File: config.mk
export PLATFORM = sky130hd
export DESIGN_NAME = rgbg_ctrl
export DESIGN_NICKNAME = d
export VERILOG_FILES = /design/src/sv/rgbg_pkg.sv /design/src/sv/rgbg_ctrl.sv
export VERILOG_INCLUDE_DIRS = /design/src /design/src/sv
export SDC_FILE = /design/constraint.sdc
export NUM_CORES = 1
export LEC_CHECK = 0
export BUFFER_PORTS_ARGS = -buffer_cell sky130_fd_sc_hd__buf_2
export CORE_MARGIN = 2
export CORE_UTILIZATION = 56
export CTS_BUF_LIST = sky130_fd_sc_hd__clkbuf_16
export DETAILED_ROUTE_END_ITERATION = 12
export PLACE_DENSITY = 0.87
export SETUP_SLACK_MARGIN = 0.05
export SKIP_CTS_REPAIR_TIMING = 1
export SYNTH_ARGS = -nofsm -noshare
export SYNTH_HDL_FRONTEND = slang
export SYNTH_SLANG_ARGS = --single-unit
File: constraint.sdc
create_clock -name clk -period 9.95 [get_ports clk]
set_input_delay 1.99 -clock clk [delete_from_list [all_inputs] [get_ports clk]]
set_output_delay 1.99 -clock clk [all_outputs]
set_load 0.02 [all_outputs]
File: src/sv/rgb_gaussian_conv_5x5_macros.svh
// Assertion macros used by the control module of the filter
`ifndef RGB_GAUSSIAN_CONV_5X5_MACROS_SVH
`define RGB_GAUSSIAN_CONV_5X5_MACROS_SVH
// Check a consequence in the same cycle as its cause
`define RGBG_ASSERT(label, ante, cons, msg) \
  label: assert property (@(posedge clk) disable iff (rst) (ante) |-> (cons)) \
    else $error(msg);
// Check a consequence in the cycle after its cause
`define RGBG_ASSERT_NEXT(label, ante, cons, msg) \
  label: assert property (@(posedge clk) disable iff (rst) (ante) |=> (cons)) \
    else $error(msg);
`endif

File: src/sv/rgbg_pkg.sv
// Shared constants, types and helpers of the 5x5 RGB filter
package rgbg_pkg;
  localparam int KSIZE          = 5;
  localparam int KCENTER        = 2;
  localparam int PIX_BITS       = 8;
  localparam int RGB_BITS       = 3 * PIX_BITS;
  localparam int GEOM_BITS      = 12;
  localparam int CFG_DATA_BITS  = 60;
  localparam int CFG_INDEX_BITS = 3;
  localparam int DIM_BITS       = 14;
  localparam int DEF_MAX_WIDTH  = 2048;
  localparam int DEF_MAX_HEIGHT = 2048;
  localparam int DEF_COEF_BITS  = 12;
  localparam int SAT_MAX        = 255;

  localparam logic [GEOM_BITS-1:0] RESET_FRAME_WIDTH  = 12'd640;
  localparam logic [GEOM_BITS-1:0] RESET_FRAME_HEIGHT = 12'd480;

  typedef enum logic [CFG_INDEX_BITS-1:0] {
    REG_FRAME_WIDTH  = 3'd0,
    REG_FRAME_HEIGHT = 3'd1,
    REG_KERNEL_ROW_0 = 3'd2,
    REG_KERNEL_ROW_1 = 3'd3,
    REG_KERNEL_ROW_2 = 3'd4,
    REG_KERNEL_ROW_3 = 3'd5,
    REG_KERNEL_ROW_4 = 3'd6
  } cfg_reg_e;

  typedef enum logic {
    KIND_PIXEL = 1'b0,
    KIND_FLUSH = 1'b1
  } item_kind_e;

  // Control that travels with one column push down the pipe
  typedef struct packed {
    logic             push;
    logic             emit;
    logic             last;
    logic [KSIZE-1:0] row_ok;
    logic [KSIZE-1:0] col_ok;
  } tap_ctrl_t;

  // Zero counts as one, anything above the maximum as the maximum
  function automatic logic [DIM_BITS-1:0] clamp_dim(input logic [GEOM_BITS-1:0] v,
                                                    input int maxv);
    logic [DIM_BITS-1:0] r;
    if (v == '0) begin
      r = DIM_BITS'(1);
    end else if (int'(v) > maxv) begin
      r = DIM_BITS'(maxv);
    end else begin
      r = DIM_BITS'(v);
    end
    return r;
  endfunction
endpackage

File: src/sv/rgbg_ctrl.sv
// Frame position counters, result scheduling and tap masks (stage 0)
`include "rgb_gaussian_conv_5x5_macros.svh"
module rgbg_ctrl #(
  parameter int MAX_WIDTH  = rgbg_pkg::DEF_MAX_WIDTH,
  parameter int MAX_HEIGHT = rgbg_pkg::DEF_MAX_HEIGHT
) (
  input  logic                               clk,
  input  logic                               rst,
  input  logic                               en,
  input  logic                               in_valid,
  input  logic                               in_kind,
  input  logic [rgbg_pkg::RGB_BITS-1:0]      in_rgb,
  output logic                               in_ready,
  input  logic [rgbg_pkg::GEOM_BITS-1:0]     frame_width,
  input  logic [rgbg_pkg::GEOM_BITS-1:0]     frame_height,
  output logic                               rd_en,
  output logic [$clog2(MAX_WIDTH)-1:0]       rd_addr,
  output rgbg_pkg::tap_ctrl_t                s1_ctrl,
  output logic [$clog2(MAX_WIDTH)-1:0]       s1_col,
  output logic [rgbg_pkg::RGB_BITS-1:0]      s1_rgb
);
  localparam int CW   = $clog2(MAX_WIDTH);
  localparam int WW   = $clog2(MAX_WIDTH + 1);
  localparam int RW   = $clog2(MAX_HEIGHT);
  localparam int HW   = $clog2(MAX_HEIGHT + 1);
  localparam int DWID = $clog2(2 * MAX_WIDTH + 3);

  logic [WW-1:0]   cur_w;
  logic [HW-1:0]   cur_h;
  logic [CW-1:0]   in_col;
  logic [HW-1:0]   in_row;
  logic [CW-1:0]   out_col;
  logic [RW-1:0]   out_row;
  logic [CW-1:0]   pcol;
  logic [DWID-1:0] lead;

  logic [WW-1:0]   w_new, w;
  logic [HW-1:0]   h_new, h;
  logic [DWID-1:0] lead_max;
  logic            is_pix, start, in_done, pad_need, accept;
  logic            write, emit, push, at_last, frame_end;
  logic [rgbg_pkg::KSIZE-1:0] row_ok, col_ok;

  // Latch geometry on the first pixel of a frame
  always_comb begin
    is_pix   = (in_kind == rgbg_pkg::KIND_PIXEL);
    start    = in_valid && is_pix && in_col == '0 && in_row == '0 &&
               out_col == '0 && out_row == '0;
    w_new    = WW'(rgbg_pkg::clamp_dim(frame_width, MAX_WIDTH));
    h_new    = HW'(rgbg_pkg::clamp_dim(frame_height, MAX_HEIGHT));
    w        = start ? w_new : cur_w;
    h        = start ? h_new : cur_h;
    in_done  = (in_row >= h);
    lead_max = DWID'({w, 1'b0}) + DWID'(2);
    // Pad the tail of a tiny frame with pushes of no item
    pad_need = in_done && (lead < lead_max);
    in_ready = en && !pad_need;
    accept   = in_valid && in_ready;
    write    = accept && is_pix && !in_done;
    emit     = accept && (in_done || (write && lead >= lead_max));
    push     = (en && pad_need) || write || (accept && in_done);
    at_last  = (HW'(out_row) == h - HW'(1)) && (WW'(out_col) == w - WW'(1));
    frame_end = emit && at_last;
    rd_en    = push;
    rd_addr  = pcol;
  end

  // Mark the taps of the result's window that lie inside the frame
  always_comb begin
    for (int i = 0; i < rgbg_pkg::KSIZE; i++) begin
      if (i < rgbg_pkg::KCENTER) begin
        row_ok[i] = (out_row >= RW'(rgbg_pkg::KCENTER - i));
        col_ok[i] = (out_col >= CW'(rgbg_pkg::KCENTER - i));
      end else begin
        row_ok[i] = ((HW+1)'(out_row) + (HW+1)'(i - rgbg_pkg::KCENTER)) < (HW+1)'(h);
        col_ok[i] = ((WW+1)'(out_col) + (WW+1)'(i - rgbg_pkg::KCENTER)) < (WW+1)'(w);
      end
    end
  end

  // Advance the input, push and result positions
  always_ff @(posedge clk) begin
    if (rst) begin
      cur_w   <= WW'(rgbg_pkg::clamp_dim(rgbg_pkg::RESET_FRAME_WIDTH, MAX_WIDTH));
      cur_h   <= HW'(rgbg_pkg::clamp_dim(rgbg_pkg::RESET_FRAME_HEIGHT, MAX_HEIGHT));
      in_col  <= '0;
      in_row  <= '0;
      out_col <= '0;
      out_row <= '0;
      pcol    <= '0;
      lead    <= '0;
    end else begin
      if (accept && start) begin
        cur_w <= w_new;
        cur_h <= h_new;
      end
      if (write) begin
        if (WW'(in_col) + WW'(1) >= w) begin
          in_col <= '0;
          in_row <= in_row + HW'(1);
        end else begin
          in_col <= in_col + CW'(1);
        end
      end
      // Clear the push position at frame end, else advance it
      if (frame_end) begin
        pcol <= '0;
        lead <= '0;
      end else begin
        if (push) begin
          if (WW'(pcol) + WW'(1) >= w) begin
            pcol <= '0;
          end else begin
            pcol <= pcol + CW'(1);
          end
        end
        lead <= lead + DWID'(push) - DWID'(emit);
      end
      if (emit) begin
        if (at_last) begin
          in_col  <= '0;
          in_row  <= '0;
          out_col <= '0;
          out_row <= '0;
        end else if (WW'(out_col) + WW'(1) >= w) begin
          out_col <= '0;
          out_row <= out_row + RW'(1);
        end else begin
          out_col <= out_col + CW'(1);
        end
      end
    end
  end

  // Hand the push to stage 1
  always_ff @(posedge clk) begin
    if (rst) begin
      s1_ctrl <= '0;
    end else if (en) begin
      s1_ctrl.push   <= push;
      s1_ctrl.emit   <= emit;
      s1_ctrl.last   <= frame_end;
      s1_ctrl.row_ok <= row_ok;
      s1_ctrl.col_ok <= col_ok;
    end
  end

  always_ff @(posedge clk) begin
    if (en) begin
      s1_col <= pcol;
      s1_rgb <= in_rgb;
    end
  end

  `RGBG_ASSERT(a_lead_bound, 1'b1, lead <= lead_max, "push lead past two rows and two pixels")
  `RGBG_ASSERT(a_row_in_frame, 1'b1, HW'(out_row) < cur_h, "result row outside the frame")
  `RGBG_ASSERT_NEXT(a_frame_wrap, frame_end, lead == '0 && pcol == '0 && in_row == '0, "frame end did not clear positions")
endmodule

==> results.sh <==
export IMPL_outcome="completed"
export IMPL_syn_area_um2=11100
export IMPL_finalPower_mw=1.90
export IMPL_drt_iter0_drc=1122
export IMPL_postPlaceCellArea_um2=11900
export IMPL_finalHoldViolCount=0
export IMPL_use_met3=0.0625
export IMPL_busiest_layer="met2"
export IMPL_layout_nets=1610
export IMPL_fillerInstances=1593
export IMPL_fmax_mhz=112
export IMPL_critPathBufInv=6
export IMPL_finClkSkew_ps=9.57
export IMPL_cpMaxStageDelayCell="nor3_1"
export IMPL_die_x_um=145
export IMPL_drc=0
export IMPL_cts_buffers=17
export IMPL_met2_usage=0.496
export IMPL_finalWeightedCongestion=0.980
export IMPL_synthTopCellsByArea="dfxtp_1 19%, ha_1 17%, edfxtp_1 9.5%"
export IMPL_grt_pass1_wl_um=50600
export IMPL_critPathArrivalTime_ps=6950
export IMPL_dr_pass1_iters=6
export IMPL_fin_crit_sh=0.898
export IMPL_setup_viol=0
export IMPL_vias=10500
export IMPL_design_core_area_um2=19500
export IMPL_worstPathRequired_ps=7960
export IMPL_fin_crit_ps=8940
export IMPL_start_kind="input port"
export IMPL_yosysWarningCount=0
export IMPL_antennaDiodeCount=0
export IMPL_met1_usage=0.403
export IMPL_worst_path_most_repeated_cell="buf_4"
export IMPL_placed_cells=1651
export IMPL_cts_sinks=141
export IMPL_critPathMaxFanout=21
export IMPL_antenna_found_initial=0
export IMPL_ant_nets=0
export IMPL_yosysTopAreaCell="dfxtp_1"
export IMPL_cts_max_path_buffers=2
export IMPL_ios=114
export IMPL_io_buffers=113
export IMPL_grt_pass1_vias=9745
export IMPL_synth_top_cell_area_share=0.191
export IMPL_avgViaCountPerCell=6.27
export IMPL_rsz0062_at_grt="no"
export IMPL_grt_overflow_total=0
export IMPL_dieHeight_um=145
export IMPL_syn_nets=1515
export IMPL_tightestPinTransition_ps=1140
export IMPL_synth_cell_types=74
export IMPL_synth_seq_cells=141
export IMPL_synth_seq_area_share=0.286
export IMPL_setup_tns_ps=0
export IMPL_cts_root_buf="clkbuf_16"
export IMPL_cap_viol_max_count=0
export IMPL_wl_um=32900
export IMPL_whs_ps=461
export IMPL_relSlewSlack=0.223
export IMPL_routedWlPerCell_um=19.6
export IMPL_htree_num_levels=4
export IMPL_finalNonFillerCells=1683
export IMPL_drv_slew=0
export IMPL_power_per_cell_area_nw_per_um2=151
export IMPL_synth_area_per_cell_um2=8.48
export IMPL_crit_family="simple AND/OR/NAND/NOR gates"
export IMPL_ys_async_sr_fraction=0
export IMPL_clkTransAtPathRegs_ps=60
export IMPL_clock_latency_ps=440
export IMPL_synthFlopType="dfxtp_1"
export IMPL_synth_edf_count=35
export IMPL_start_util=0.571
export IMPL_hpwl_um=24600
export IMPL_rows=51
export IMPL_path_class="in -> out"
export IMPL_cts_tree="yes"
export IMPL_max_stage_delay_ps=510
export IMPL_syn2layout_area_growth_pct=12.9
export IMPL_grt_total_usage=0.312
export IMPL_crit_path_end_kind="primary output"
export IMPL_grt_max_degree=59
export IMPL_p_leak_nw=5.35
export IMPL_die_area_um2=21000
export IMPL_min_path_type="reg -> reg"
export IMPL_cp_cell_sequence="buf_2 > nor2b_1 > nand4_1 > nor4_2 > buf_4 > buf_4 > a21oi_1 > nor3_1 > nand2_1 > nor3_1 > xor2_1 > ha_1 > nand4_1 > nor2_1 > a211oi_1 > nand3_1 > a21o_1 > inv_1 > buf_4 > buf_2"
export IMPL_design_area_um2=12500
export IMPL_vdd_ir_drop_max_uv=165
export IMPL_drive_gt1_frac=0.138
export IMPL_postSynthCellCount=1310
[sequential cells by signal, indices dropped and copies added (netlist names)]
name     count
cur_h       12
cur_w       12
in_col      11
in_row      12
lead        13
out_col     11
out_row     11
rd_addr     11
s1_col      11
s1_ctrl     13
s1_rgb      24
[power breakdown]
| part | internal [mW] | leakage (nW) | switching (mW) |
|---|---|---|---|
| Clock | 0.398 | 0.298 | 0.271 |
| Sequential | 0.628 | 1.21 | 0.0345 |
| Combinational | 0.237 | 3.84 | 0.326 |
[synthesized netlist by cell type (all sizes together) (21+ instances only)]
cell type,instances
edfxtp,35
nor2,107
inv,47
nor3,34
nand2,117
xor2,45
nand3,46
clkbuf,43
or3,21
xnor2,52
o21ai,53
mux2i,21
o21a,42
nor2b,37
a21oi,91
dfxtp,106
ha,151
buf,22
[tightest hold or removal path, stage by stage (launching register included)]
cell     delay, ps
dfxtp_1        310
nand2_1         50
a21oi_1         50
[routing by layer]
layer  routed length (µm)  part of all wire
met5                    0                 0
met1                13500              0.41
met3                 2750             0.084
met2                15100              0.46
met4                 1530             0.046
[logic make-up (layout without fill, tap and decap cells)]
| family | count (synthesis) | in the layout | share of synthesized area |
|---|---|---|---|
| flip-flops | 141 | 141 | 0.286 |
| AND/OR/NAND/NOR | 483 | 483 | 0.226 |
| multiplexers | 21 | 21 | 0.0189 |
| adder cells (fa/ha/maj) | 152 | 152 | 0.172 |
| AO/OA/AOI/OAI | 304 | 304 | 0.179 |
| buffers and inverters | 112 | 220 | 0.0425 |
| XOR/XNOR | 97 | 97 | 0.0765 |
[path summary, 6_finish.rpt]
| check | end | from | depth (start not counted) | slack (ps) |
|---|---|---|---|---|
| min reg2reg | cur_h[10]$_SDFFE_PP0P_ | cur_h[10]$_SDFFE_PP0P_ | 2 | 460 |
| min | cur_h[10]$_SDFFE_PP0P_ | cur_h[10]$_SDFFE_PP0P_ | 2 | 460 |
| max reg2reg | lead[12]$_SDFF_PP0_ | out_row[0]$_SDFFE_PP0P_ | 33 | 1890 |
| max | rd_en | in_valid | 20 | 1010 |
[layout by cell type, fill, tap and decap left out, types with 35 or more instances in the layout]
master	instances
buf_2	113
xor2_1	45
inv_1	48
nand3_1	44
edfxtp_1	35
nor2_1	107
o21a_1	42
nor2b_1	37
ha_1	151
o21ai_0	53
dfxtp_1	106
xnor2_1	52
a21oi_1	91
nand2_1	116
[layout make-up]
cell class                 count  area, µm²  area share
multi-input combinational   1057       7480       0.596
sequential                   141       3170       0.253
timing repair buffer         141        776      0.0618
clock buffer                  17        425      0.0339
tap                          265        332      0.0264
clock inverter                15        186      0.0149
inverter                      47        176      0.0141
[stage by stage]
stage / util / setup slack [ps]
floorplan: - / 1720
global placement: 0.613 / 1190
detailed placement: 0.613 / 860
CTS: 0.645 / 1200
global route: 0.645 / 484
finish: 0.645 / 1010
No activity file was read; power rests on OpenSTA's default activity.
